===== src/b2t_pkg.sv =====
// Shared constants and types for the 3-to-4 binary-to-text encoder.
package b2t_pkg;

  // Characters per output line before a newline is inserted (4..256)
  localparam int LINE_CHARS = 64;

  localparam int BYTE_W  = 8;
  localparam int CHAR_W  = 7;
  localparam int FIELD_W = 6;
  localparam int LINE_W  = 8;

  localparam logic [CHAR_W-1:0] CHAR_BIAS = 7'h20;
  localparam logic [CHAR_W-1:0] NEWLINE   = 7'h0A;

  // Group queue between front and back
  localparam int QDEPTH = 2;
  localparam int QPTR_W = 1;
  localparam int QCNT_W = 2;

  // Words per group: four characters, then up to two newlines
  localparam logic [2:0] GROUP_CHARS = 3'd4;

  // One completed group as handed from front to back
  typedef struct packed {
    logic [BYTE_W-1:0] b0;
    logic [BYTE_W-1:0] b1;
    logic [BYTE_W-1:0] b2;
    logic              line_nl;   // line is full after this group
    logic              close_nl;  // stream ends after this group
  } grp_t;

endpackage


===== src/b2t_front.sv =====
// Front end: collect bytes into groups of three and track the line length.
module b2t_front
  import b2t_pkg::*;
(
  input  logic              clk,
  input  logic              rst_n,
  input  logic              in_valid,
  output logic              in_stall,
  input  logic [BYTE_W-1:0] in_data_byte,
  input  logic              in_last_byte,
  output logic              q_push,
  output grp_t              q_wdata,
  input  logic              q_full
);

  logic [1:0]        phase_r;
  logic [BYTE_W-1:0] held0_r;
  logic [BYTE_W-1:0] held1_r;
  logic [LINE_W-1:0] line_cnt_r;

  logic              accept;
  logic              complete;
  logic [LINE_W:0]   cnt_sum;
  logic              line_full;

  // Hold off input while the group queue has no room
  assign in_stall = q_full;
  assign accept   = in_valid && !in_stall;

  // A byte closes the group at phase two (or three) or at end of stream
  assign complete = in_last_byte || phase_r[1];

  assign cnt_sum   = {1'b0, line_cnt_r} + (LINE_W+1)'(4);
  assign line_full = cnt_sum >= (LINE_W+1)'(LINE_CHARS);

  // Assemble the group, taking missing bytes as zero
  always_comb begin
    q_wdata.b0       = (phase_r == 2'd0) ? in_data_byte : held0_r;
    q_wdata.b1       = (phase_r == 2'd0) ? '0 :
                       (phase_r == 2'd1) ? in_data_byte : held1_r;
    q_wdata.b2       = phase_r[1] ? in_data_byte : '0;
    q_wdata.line_nl  = line_full;
    q_wdata.close_nl = in_last_byte;
  end

  assign q_push = accept && complete;

  // Advance phase on each accepted word, and the line count on each completed group
  always_ff @(posedge clk) begin
    if (!rst_n) begin
      phase_r    <= 2'd0;
      line_cnt_r <= '0;
    end else if (accept) begin
      if (complete) begin
        phase_r <= 2'd0;
        if (in_last_byte || line_full) begin
          line_cnt_r <= '0;
        end else begin
          line_cnt_r <= cnt_sum[LINE_W-1:0];
        end
      end else begin
        phase_r <= phase_r + 2'd1;
      end
    end
  end

  // Capture held bytes
  always_ff @(posedge clk) begin
    if (accept && !complete) begin
      if (phase_r == 2'd0) begin
        held0_r <= in_data_byte;
      end else begin
        held1_r <= in_data_byte;
      end
    end
  end

endmodule


===== src/b2t_queue.sv =====
// Two-entry group queue between the front and back ends.
module b2t_queue
  import b2t_pkg::*;
(
  input  logic clk,
  input  logic rst_n,
  input  logic push,
  input  grp_t wdata,
  output logic full,
  input  logic pop,
  output grp_t rdata,
  output logic nonempty
);

  grp_t              mem [QDEPTH];
  logic [QPTR_W-1:0] wptr_r;
  logic [QPTR_W-1:0] rptr_r;
  logic [QCNT_W-1:0] count_r;

  assign full     = count_r == QCNT_W'(QDEPTH);
  assign nonempty = count_r != '0;
  assign rdata    = mem[rptr_r];

  // Write an entry
  always_ff @(posedge clk) begin
    if (push) begin
      mem[wptr_r] <= wdata;
    end
  end

  // Advance pointers and occupancy
  always_ff @(posedge clk) begin
    if (!rst_n) begin
      wptr_r  <= '0;
      rptr_r  <= '0;
      count_r <= '0;
    end else begin
      if (push) begin
        wptr_r <= wptr_r + QPTR_W'(1);
      end
      if (pop) begin
        rptr_r <= rptr_r + QPTR_W'(1);
      end
      if (push && !pop) begin
        count_r <= count_r + QCNT_W'(1);
      end else if (pop && !push) begin
        count_r <= count_r - QCNT_W'(1);
      end
    end
  end

endmodule


===== src/b2t_back.sv =====
// Back end: turn each group into characters and newlines, one word per cycle while not stalled.
module b2t_back
  import b2t_pkg::*;
(
  input  logic              clk,
  input  logic              rst_n,
  input  grp_t              q_rdata,
  input  logic              q_nonempty,
  output logic              q_pop,
  output logic              out_valid,
  input  logic              out_stall,
  output logic [CHAR_W-1:0] out_char,
  output logic              out_last_char
);

  grp_t              cur_r;
  logic              cur_valid_r;
  logic [2:0]        step_r;
  logic              out_valid_r;
  logic [CHAR_W-1:0] out_char_r;
  logic              out_last_r;

  logic              adv;
  logic              emit;
  logic              final_word;
  logic              done;
  logic [2:0]        n_words;
  logic [FIELD_W-1:0] field;
  logic [CHAR_W-1:0] char_nxt;

  assign adv  = !out_valid_r || !out_stall;
  assign emit = adv && cur_valid_r;

  assign n_words    = GROUP_CHARS + {2'b00, cur_r.line_nl} + {2'b00, cur_r.close_nl};
  assign final_word = step_r == (n_words - 3'd1);
  assign done       = emit && final_word;
  assign q_pop      = q_nonempty && (!cur_valid_r || done);

  // Pick the 6-bit field for this step, then bias it or send a newline
  always_comb begin
    unique case (step_r[1:0])
      2'd0:    field = cur_r.b0[5:0];
      2'd1:    field = {cur_r.b1[3:0], cur_r.b0[7:6]};
      2'd2:    field = {cur_r.b2[1:0], cur_r.b1[7:4]};
      default: field = cur_r.b2[7:2];
    endcase
    if (step_r[2]) begin
      char_nxt = NEWLINE;
    end else begin
      char_nxt = {1'b0, field} + CHAR_BIAS;
    end
  end

  // Load the next group and step through its words
  always_ff @(posedge clk) begin
    if (!rst_n) begin
      cur_valid_r <= 1'b0;
      step_r      <= '0;
    end else if (q_pop) begin
      cur_valid_r <= 1'b1;
      step_r      <= '0;
    end else if (done) begin
      cur_valid_r <= 1'b0;
    end else if (emit) begin
      step_r <= step_r + 3'd1;
    end
  end

  always_ff @(posedge clk) begin
    if (q_pop) begin
      cur_r <= q_rdata;
    end
  end

  // Output register: hold while stalled
  always_ff @(posedge clk) begin
    if (!rst_n) begin
      out_valid_r <= 1'b0;
    end else if (adv) begin
      out_valid_r <= cur_valid_r;
    end
  end

  always_ff @(posedge clk) begin
    if (emit) begin
      out_char_r <= char_nxt;
      out_last_r <= final_word;
    end
  end

  assign out_valid     = out_valid_r;
  assign out_char      = out_char_r;
  assign out_last_char = out_last_r;

endmodule


===== src/binary_to_text_3to4_encoder_unit.sv =====
// Top level of the 3-to-4 binary-to-text encoder.
// Bytes enter one per word, least significant bits first, and every three
// bytes (or the final partial group, padded with zero bytes) leave as four
// printable characters 0x20..0x5F, with a newline after each LINE_CHARS
// characters and one closing newline at end of stream; last_char marks the
// final word of each group. The front end takes one byte per cycle as long
// as its two-entry group queue has room; the back end sends one word per
// cycle from its output register while out_stall is low, so a group takes
// four to six words there and a long stream's rate is set by that single
// output port. There is no clearing pass after reset.
module binary_to_text_3to4_encoder_unit
  import b2t_pkg::*;
(
  input  logic              clk,
  input  logic              rst_n,
  input  logic              in_valid,
  output logic              in_stall,
  input  logic [BYTE_W-1:0] in_data_byte,
  input  logic              in_last_byte,
  output logic              out_valid,
  input  logic              out_stall,
  output logic [CHAR_W-1:0] out_char,
  output logic              out_last_char
);

  logic q_push;
  logic q_full;
  logic q_pop;
  logic q_nonempty;
  grp_t q_wdata;
  grp_t q_rdata;

  b2t_front u_front (
    .clk          (clk),
    .rst_n        (rst_n),
    .in_valid     (in_valid),
    .in_stall     (in_stall),
    .in_data_byte (in_data_byte),
    .in_last_byte (in_last_byte),
    .q_push       (q_push),
    .q_wdata      (q_wdata),
    .q_full       (q_full)
  );

  b2t_queue u_queue (
    .clk      (clk),
    .rst_n    (rst_n),
    .push     (q_push),
    .wdata    (q_wdata),
    .full     (q_full),
    .pop      (q_pop),
    .rdata    (q_rdata),
    .nonempty (q_nonempty)
  );

  b2t_back u_back (
    .clk           (clk),
    .rst_n         (rst_n),
    .q_rdata       (q_rdata),
    .q_nonempty    (q_nonempty),
    .q_pop         (q_pop),
    .out_valid     (out_valid),
    .out_stall     (out_stall),
    .out_char      (out_char),
    .out_last_char (out_last_char)
  );

endmodule


===== config.mk =====
export PLATFORM = sky130hd
export DESIGN_NAME = binary_to_text_3to4_encoder_unit
export DESIGN_NICKNAME = d
export VERILOG_FILES = /design/src/b2t_pkg.sv /design/src/b2t_front.sv /design/src/b2t_queue.sv /design/src/b2t_back.sv /design/src/binary_to_text_3to4_encoder_unit.sv
export SDC_FILE = /design/constraint.sdc
export NUM_CORES = 1
export LEC_CHECK = 0
export BUFFER_PORTS_ARGS = -buffer_cell sky130_fd_sc_hd__buf_2
export CAP_MARGIN = 0
export CORE_ASPECT_RATIO = 1.5
export CORE_MARGIN = 1
export CORE_UTILIZATION = 58
export DETAILED_ROUTE_END_ITERATION = 8
export PLACE_DENSITY = 0.73
export SLEW_MARGIN = 0
export SYNTH_ARGS = -nofsm -noshare
export SYNTH_HDL_FRONTEND = slang
export SYNTH_HIERARCHICAL = 1
export SYNTH_SLANG_ARGS = --single-unit

===== constraint.sdc =====
create_clock -name clk -period 8.9 [get_ports clk]
set_input_delay 0.445 -clock clk [delete_from_list [all_inputs] [get_ports clk]]
set_output_delay 0.445 -clock clk [all_outputs]
set_load 0.01 [all_outputs]

==> results.toml, run 1 <==
[setup_path]
r2r_cells = 11
endpoint = "u_queue/count_r[1]"
critPathLaunch = "u_back/cur_r[1]"
required_ns = 9.23
critical_path_class = "reg2reg"
critical_path_buf_inv_count = 3
reg2reg_to = "u_queue/count_r[1]"
cp-start-kind = "register"
cp-end-kind = "register"
cp_cell_sequence = "inv_1, ha_1, xor2_1, o21a_4, a21oi_1, nor2_2, buf_4, inv_1, ha_1, or3_1, a21boi_1"
r2r_setup_slack_ns = 6.34
worstSetupPathDepth = 11
cp.arrival_ns = 2.88
crit_path_max_incr_delay_ns = 0.37
r2r_start = "u_back/cur_r[1]"
crit_family = "adder cells"
crit_path_top_delay_cell = "or3_1"
path_max_fanout = 28

[placed_design]
post-place-ws_ns = 6.385
dp.cells = 436
place.port_buffers = 22
postPlaceCellArea_um2 = 5104
dp_hpwl_um = 5008
gp_congestion = 0.7573

[route]
drt-wirelength-per-cell_um = 16.71
drc = 0
viasPerCell = 5.423
postRouteAntennaNets = 0
dr.pass1.iters = 5
routed_wl_um = 7821
dr.first_iter.drc_count = 168
vias = 2538

[power]
p_per_area_nw_per_um2 = 322.1
vdd_drop_max_mv = 0.1835
p_leak_nw = 2.073
report.power.total_mw = 1.856

[yosys]
syn_avg_cell_area_um2 = 15.52
yosysWarnings = 6
synthMostInstantiatedCell = "edfxtp_1"
ys_ff_latch = 120
synth_flop_cell = "edfxtp_1"
synth_seq_area_share_pct = 69.81
netlist_top_cells_area = "edfxtp_1 (62%), mux2_2 (7.8%), dfxtp_1 (7.3%)"
synth_top_area_cell = "edfxtp_1"
synth-edff-count = 102
synth_top_cell_area_share_pct = 62.46
syn-instance-count = 316
async_flop_share_pct = 0
synth_nets = 339
syn-cell-area_um2 = 4903
yosys-top-cells-count = "edfxtp_1 (102), mux2_2 (34), nor2_1 (22), dfxtp_1 (18), inv_1 (15)"
synth_cell_types = 47

[job]
drv_cap = 0

[clock_tree]
cts_tree = "yes"
cts_sinks = 120
cts_setup_buffers = 0
cts_resized = 0
clock-root-buffer = "clkbuf_16"
clk_pin_slew_ns = 0.05
cts_made_buffers = 17
ctsHtreeMaxLevel = 4
clock_path_buffers = 2
cts_hold_buf = 0
insertion_delay_ns = 0.40

[sta]
fin_skew_ns = 0.004146
rsz0062_at_grt = "no"
fin_tns_setup_ns = 0
worst_slack_ns = 6.345
relSlewSlack_pct = 20.12
slew_viol_final = 0
timing.fmax_ghz = 0.3913
fin_crit_sh_pct = 28.71
hold_violations = 0
fin_hold_ws_ns = 0.2583
final-setup-viol-count = 0
fin_crit_ns = 2.555
tightest_slew_ns = 1.197

[grt]
grt_usage_pct = 20.34
grt_overflow = 0
grt_pass1_wl_um = 12970
grt_max_degree = 29
antenna_found_initial = 0
grt_pass1_vias = 2613

[floorplanning]
dieArea_um2 = 8834
die_h_um = 114.6
core_area_um2 = 8108
die_x_um = 77.08
start_util_pct = 60.48
io_pins = 23
rows = 40

[hold_path]
hp-class = "in2reg"
hold_start = "in_data_byte[3]"

[layout]
final_cells = 468
final_cell_area_um2 = 5762
fin_nets = 373
fill_cells = 554
fin_util_pct = 71.06
area_growth_pct = 17.50
antennaDiodeCount = 0
drive_gt1_share_pct = 29.20

[outcome]
outcome = "finished, final reports clean"
how the worst min path moves through the flow:
stage	to	cells past startpoint
after floorplan	u_front/line_cnt_r[6]	2
after global placement	u_front/line_cnt_r[6]	2
after detailed placement	u_front/line_cnt_r[6]	2
after CTS	u_front/held1_r[3]	1
after global routing	u_front/held1_r[6]	1
final	u_front/held1_r[3]	1
placed cells by master (no fill, tap or decap), types with 2 or more instances in the layout:
cell type,synthesis,routed
a32oi_1,4,4
edfxtp_1,102,102
or3_1,3,3
bufinv_16,0,6
or4_1,3,3
nor2b_1,4,3
clkinv_2,0,2
nand2_1,8,8
and2b_2,2,2
nand2b_1,2,2
o31ai_1,3,3
clkinvlp_4,0,3
mux2_2,34,34
inv_1,15,15
nand3_1,3,3
nor2_2,1,2
nand4_1,3,3
xor2_1,3,3
clkbuf_1,2,2
o21a_1,2,2
a222oi_1,6,6
nor2_1,22,21
ha_1,10,10
a21boi_0,3,3
o21ai_0,5,5
buf_4,4,6
a21o_2,2,2
clkbuf_16,0,17
buf_2,4,22
a21oi_1,8,8
mux2i_1,8,8
and2_1,12,12
dfxtp_1,18,18
worst reg2reg max path, delay by kind of cell (launching register included):
family | cells | cell delay (ns)
buffers and inverters | 3 | 0.46
AO/OA/AOI/OAI | 3 | 0.44
XOR/XNOR | 1 | 0.18
adder cells (fa/ha/maj) | 2 | 0.63
AND/OR/NAND/NOR | 2 | 0.46
flip-flops | 1 | 0.32
report_power, final:
group,switching (mW),internal [mW]
Clock,0.228,0.523
Sequential,0.0518,0.746
Combinational,0.169,0.138
Total,0.449,1.41
flip-flops by register name, indices dropped and copies added, names as in the netlist, 2 cells and up, named ones only:
name,count
u_back/cur_r,26
u_back/step_r,3
u_queue/mem,52
u_back/out_char,7
u_front/phase_r,2
u_queue/count_r,2
u_front/held0_r,8
u_front/held1_r,8
u_front/line_cnt_r,6
final cells by class:
cell class / instances / area, um^2 / area share [%]
clock buffer: 19 / 432.9 / 7.514
clock inverter: 13 / 225.2 / 3.909
inverter: 15 / 56.30 / 0.9772
multi-input combinational: 168 / 1338 / 23.21
sequential: 120 / 3423 / 59.41
tap: 105 / 131.4 / 2.280
timing repair buffer: 28 / 155.1 / 2.693
layer usage:
layer	global-route usage (%)	vias to the layer above	routed length, um
met2	34.76	49	4253
met1	22.97	1225	3232
met3	6.135	12	223
met5	0	-	0
li1	-	1252	-
met4	10.57	0	111
cells by family (layout without fill, tap and decap cells):
family | Yosys count | count (layout) | share of synthesized area, %
flip-flops | 120 | 120 | 69.81
AND/OR/NAND/NOR | 74 | 74 | 8.676
multiplexers | 42 | 42 | 9.441
AO/OA/AOI/OAI | 38 | 38 | 5.792
buffers and inverters | 28 | 75 | 3.011
adder cells (fa/ha/maj) | 10 | 10 | 2.552
XOR/XNOR | 4 | 4 | 0.7146
Note: power is estimated with default switching activity, not from simulation.
==> inputs of run 2 (changes only) <==
Clock period 8.9 ns to 2.6 ns, I/O delays scaled along.
==> run 2 against run 1 <==
  * Clock skew is 0.013 ns higher
  * Routed wire length grew 3.8%
  * Total power grew to 3.3 times the previous value
  * Die area stayed put
  * Setup slack got worse by 6.0 ns
  * Clock-buffer cell count fell by 2
  * Global-route usage increased by 0.82 points
  * First-iteration DRC count decreased by 4.2%
  * Register-to-register slack worse by 6.0 ns
  * Maximum frequency is 12% higher
==> results.toml, run 2 (synthesis gave the netlist of run 1 again) <==
[outcome]
outcome = "finished, final reports clean"

[placed_design]
gp_congestion = 0.7444
dp_hpwl_um = 5361
place.port_buffers = 22

[floorplanning]
rows = 40
die_h_um = 114.6
die_x_um = 77.08
io_pins = 23
core_area_um2 = 8108
start_util_pct = 60.48
dieArea_um2 = 8834

[setup_path]
cp_cell_sequence = "inv_1, ha_1, and3b_2, o21a_4, a21oi_1, nor2_4, inv_1, ha_1, or3_1, a21boi_1"
r2r_start = "u_back/cur_r[0]"
cp.arrival_ns = 2.62
cp-start-kind = "register"
cp-end-kind = "register"
required_ns = 2.94
r2r_cells = 10
reg2reg_to = "u_queue/count_r[1]"
critical_path_class = "reg2reg"
path_max_fanout = 7
crit_path_max_incr_delay_ns = 0.37
crit_path_top_delay_cell = "or3_1"
r2r_setup_slack_ns = 0.32

[job]
drv_cap = 0

[grt]
grt_overflow = 0
grt_max_degree = 28
grt_usage_pct = 21.15
grt_pass1_vias = 2758
antenna_found_initial = 0
grt_pass1_wl_um = 13430

[layout]
drive_gt1_share_pct = 29.03
layout_common_cells = "edfxtp_1 (102), mux2_2 (34), buf_2 (22), nor2_1 (21), dfxtp_1 (18)"
area_growth_pct = 17.91
fin_nets = 382
largest_reg_flops = 52
top_regs = "u_queue/mem (52), u_back/cur_r (26)"
max_flop_register = "u_queue/mem"
fin_util_pct = 71.31
final_common_cell = "edfxtp_1"
antennaDiodeCount = 0

[clock_tree]
clock_path_buffers = 2
cts_tree = "yes"
cts_made_buffers = 17
cts_resized = 0
insertion_delay_ns = 0.41
cts_hold_buf = 8
clock-root-buffer = "clkbuf_16"
ctsHtreeMaxLevel = 4
cts_sinks = 120
clk_pin_slew_ns = 0.05
cts_setup_buffers = 0

[hold_path]
hp-class = "in2reg"
hold_depth = 1
hold_start = "in_last_byte"
holdPathEnd = "u_queue/mem[0][0]"

[sta]
fin_tns_setup_ns = 0
hold_violations = 0
rsz0062_at_grt = "no"
fin_skew_ns = 0.01741
slew_viol_final = 0
fin_crit_sh_pct = 87.60
relSlewSlack_pct = 65.58
tightest_slew_ns = 0.5163
final-setup-viol-count = 0
fin_crit_ns = 2.277
fin_hold_ws_ns = 0.01978
timing.fmax_ghz = 0.4391

[power]
vdd_drop_max_mv = 0.7519
p_per_area_nw_per_um2 = 1054
p_leak_nw = 2.077

[route]
dr.pass1.iters = 4
vias = 2599
drc = 0
routed_wl_um = 8122
drt-wirelength-per-cell_um = 17.03
dr.first_iter.drc_count = 161
viasPerCell = 5.449
postRouteAntennaNets = 0
[run 2: stage by stage]
step	cell area (um^2)	worst slack, ns	total power, mW	std cells
final	5782	0.3225	6.092	477
after global routing	5782	0.1799	6.351	477
after CTS	5782	0.3254	6.149	477
after detailed placement	5116	0.3476	3.843	437
after global placement	5116	0.4323	3.799	437
after floorplan	4913	0.1352	3.537	316
[run 2: worst max-delay path by stage]
stage	start	end	slack [ns]	depth (start not counted)
final	u_back/cur_r[0]	u_queue/count_r[1]	0.32	10
after global routing	u_back/cur_r[0]	u_queue/count_r[1]	0.18	10
after CTS	u_back/cur_r[0]	u_queue/count_r[1]	0.33	10
after detailed placement	u_back/cur_r[0]	u_queue/count_r[1]	0.35	10
after global placement	u_back/cur_r[0]	u_queue/count_r[1]	0.43	10
after floorplan	u_back/cur_r[0]	u_queue/count_r[1]	0.14	10
[run 2: per-layer routing]
layer | up-vias | wire [um] | track usage, %
li1 | 1270 | - | -
met1 | 1253 | 3282 | 22.96
met2 | 61 | 4422 | 36.96
met3 | 15 | 261 | 5.817
met4 | 0 | 156 | 12.33
met5 | - | 0 | 0
[run 2: final cells by class]
cell class	instances	area (um^2)
Multi-Input combinational cell	168	1343
Timing Repair Buffer	37	242.7
Clock inverter	15	160.2
Clock buffer	17	425.4
Tap cell	105	131.4
Sequential cell	120	3423
Fill cell	560	2326
Inverter	15	56.30
[run 2: critical path: cells and delay by family (launching register included)]
family,cells,cell delay (ns)
flip-flops,1,0.32
buffers and inverters,2,0.10
AO/OA/AOI/OAI,3,0.65
adder cells (fa/ha/maj),2,0.48
AND/OR/NAND/NOR,3,0.66
[run 2: power by group]
part	switching, mW	internal (mW)
combinational	0.640	0.486
sequential	0.128	2.56
clock	0.797	1.48
==> inputs of run 3 (changes only) <==
Settings changed: CORE_UTILIZATION 58 to 57, PLACE_DENSITY 0.73 to 0.72.
==> run 3 against run 2 <==
  * Die area up 1.7%
  * Core utilization shrank 2.5 points
  * Routed wire length grew 0.18%
  * Cell area shrank 0.50%
  * Clock power shrank 6%
  * Total power shrank 2.1%
  * Combinational power hardly changed
  * Sequential power barely moved
  * Setup slack lost 0.028 ns
  * Clock-buffer cell count increased by 2
==> results.toml, run 3 (synthesis gave the netlist of run 1 again) <==
[job]
drv_cap = 0

[power]
vdd_drop_max_mv = 0.8407
p_per_area_nw_per_um2 = 1036
p_leak_nw = 2.073

[layout]
max_flop_register = "u_queue/mem"
area_growth_pct = 17.33
fin_util_pct = 68.80
antennaDiodeCount = 0
final_cells = 480
top_regs = "u_queue/mem (52), u_back/cur_r (26)"
layout_common_cells = "edfxtp_1 (102), mux2_2 (34), buf_2 (22), nor2_1 (21), dfxtp_1 (18)"
fill_cells = 537
final_common_cell = "edfxtp_1"
largest_reg_flops = 52
drive_gt1_share_pct = 27.61
fin_nets = 383

[grt]
grt_max_degree = 28
top_usage_layer = "met2"
antenna_found_initial = 0
grtUsageMet3_pct = 7.717
met2_usage_pct = 35.16
grt_overflow = 0
grt_usage_pct = 20.49
met1_usage_pct = 21.92
grt_pass1_wl_um = 13120
grt_pass1_vias = 2705

[sta]
relSlewSlack_pct = 53.89
fin_skew_ns = 0.006260
final-setup-viol-count = 0
slew_viol_final = 0
worst_slack_ns = 0.2947
timing.fmax_ghz = 0.4338
fin_crit_sh_pct = 88.67
rsz0062_at_grt = "no"
tightest_slew_ns = 0.6916
hold_violations = 0
fin_crit_ns = 2.305
fin_tns_setup_ns = 0

[floorplanning]
rows = 41
core_area_um2 = 8362
die_x_um = 77.73
io_pins = 23
die_h_um = 115.6
dieArea_um2 = 8985
start_util_pct = 58.64

[route]
drc = 0
dr.first_iter.drc_count = 103
drt-wirelength-per-cell_um = 16.95
vias = 2619
routed_wl_um = 8137
dr.pass1.iters = 4
viasPerCell = 5.456
postRouteAntennaNets = 0

[setup_path]
crit_family = "simple AND/OR/NAND/NOR gates"
cp_cell_sequence = "inv_1, ha_1, and3b_2, o21a_4, a21oi_1, nor2_4, inv_1, ha_1, or3_1, a21boi_1"
cp-start-kind = "register"
critical_path_class = "reg2reg"
crit_path_top_delay_cell = "or3_1"
crit_path_max_incr_delay_ns = 0.36
path_max_fanout = 7
required_ns = 2.94
cp-end-kind = "register"
cp.arrival_ns = 2.65
critical_path_buf_inv_count = 2

[placed_design]
gp_congestion = 0.8198
dp.cells = 439
place.port_buffers = 22
dp_hpwl_um = 5335
post-place-ws_ns = 0.3443

[clock_tree]
insertion_delay_ns = 0.41
ctsHtreeMaxLevel = 4
cts_resized = 0
cts_tree = "yes"
clock_path_buffers = 2
cts_made_buffers = 17
clk_pin_slew_ns = 0.05
cts_sinks = 120
clock-root-buffer = "clkbuf_16"

[outcome]
outcome = "finished, final reports clean"

[hold_path]
hp-class = "in2reg"
run 3: metal layers:
metal / part of all wire [%] / vias to the layer above
li1: - / 1280
met1: 41 / 1262
met2: 53 / 59
met3: 3.8 / 18
met4: 2.4 / 0
met5: 0 / -
run 3: layout make-up:
cell class | instances | area [um^2] | area share [%]
sequential | 120 | 3423 | 59.50
timing repair buffer | 38 | 252.7 | 4.393
multi-input combinational | 168 | 1343 | 23.34
clock buffer | 19 | 432.9 | 7.525
inverter | 15 | 56.30 | 0.9787
tap | 107 | 133.9 | 2.327
clock inverter | 13 | 111.4 | 1.936
run 3: report_power, final:
part / leakage, nW / switching, mW / total, mW / internal (mW)
Clock: 0.268 / 0.762 / 2.14 / 1.38
Sequential: 1.10 / 0.136 / 2.69 / 2.56
Combinational: 0.704 / 0.640 / 1.13 / 0.487
Total: 2.07 / 1.54 / 5.96 / 4.42
run 3: worst reg2reg max path, delay by kind of cell, from the launching register on:
kind,cells,cell delay (ns)
and+or+nand+nor,3,0.65
adders and majority gates,2,0.47
DFF,1,0.35
AOI/OAI and AO/OA,3,0.64
buffers and inverters,2,0.12
run 3: final timing paths:
check	startpoint	end	slack, ns	cells past startpoint
worst max-delay path	u_back/cur_r[0]	u_queue/count_r[1]	0.29	10
worst max register to register	u_back/cur_r[0]	u_queue/count_r[1]	0.29	10
worst min-delay path	rst_n	u_queue/wptr_r	0.06	2
worst min register to register	u_front/line_cnt_r[6]	u_front/line_cnt_r[6]	0.44	2
run 3: timing repair:
action	CTS	global route
hold buffers	9	0
buffers inserted	0	0
endpoints found under the hold margin	10	0
run 3: through the flow:
stage,area [um^2],hold slack [ns],power [mW]
global route,5753,0.04751,6.243
detailed placement,5119,0.3534,3.843
finish,5753,0.05976,5.961
floorplan,4913,0.2289,3.537
global placement,5119,0.3551,3.800
CTS,5753,0.04989,6.013
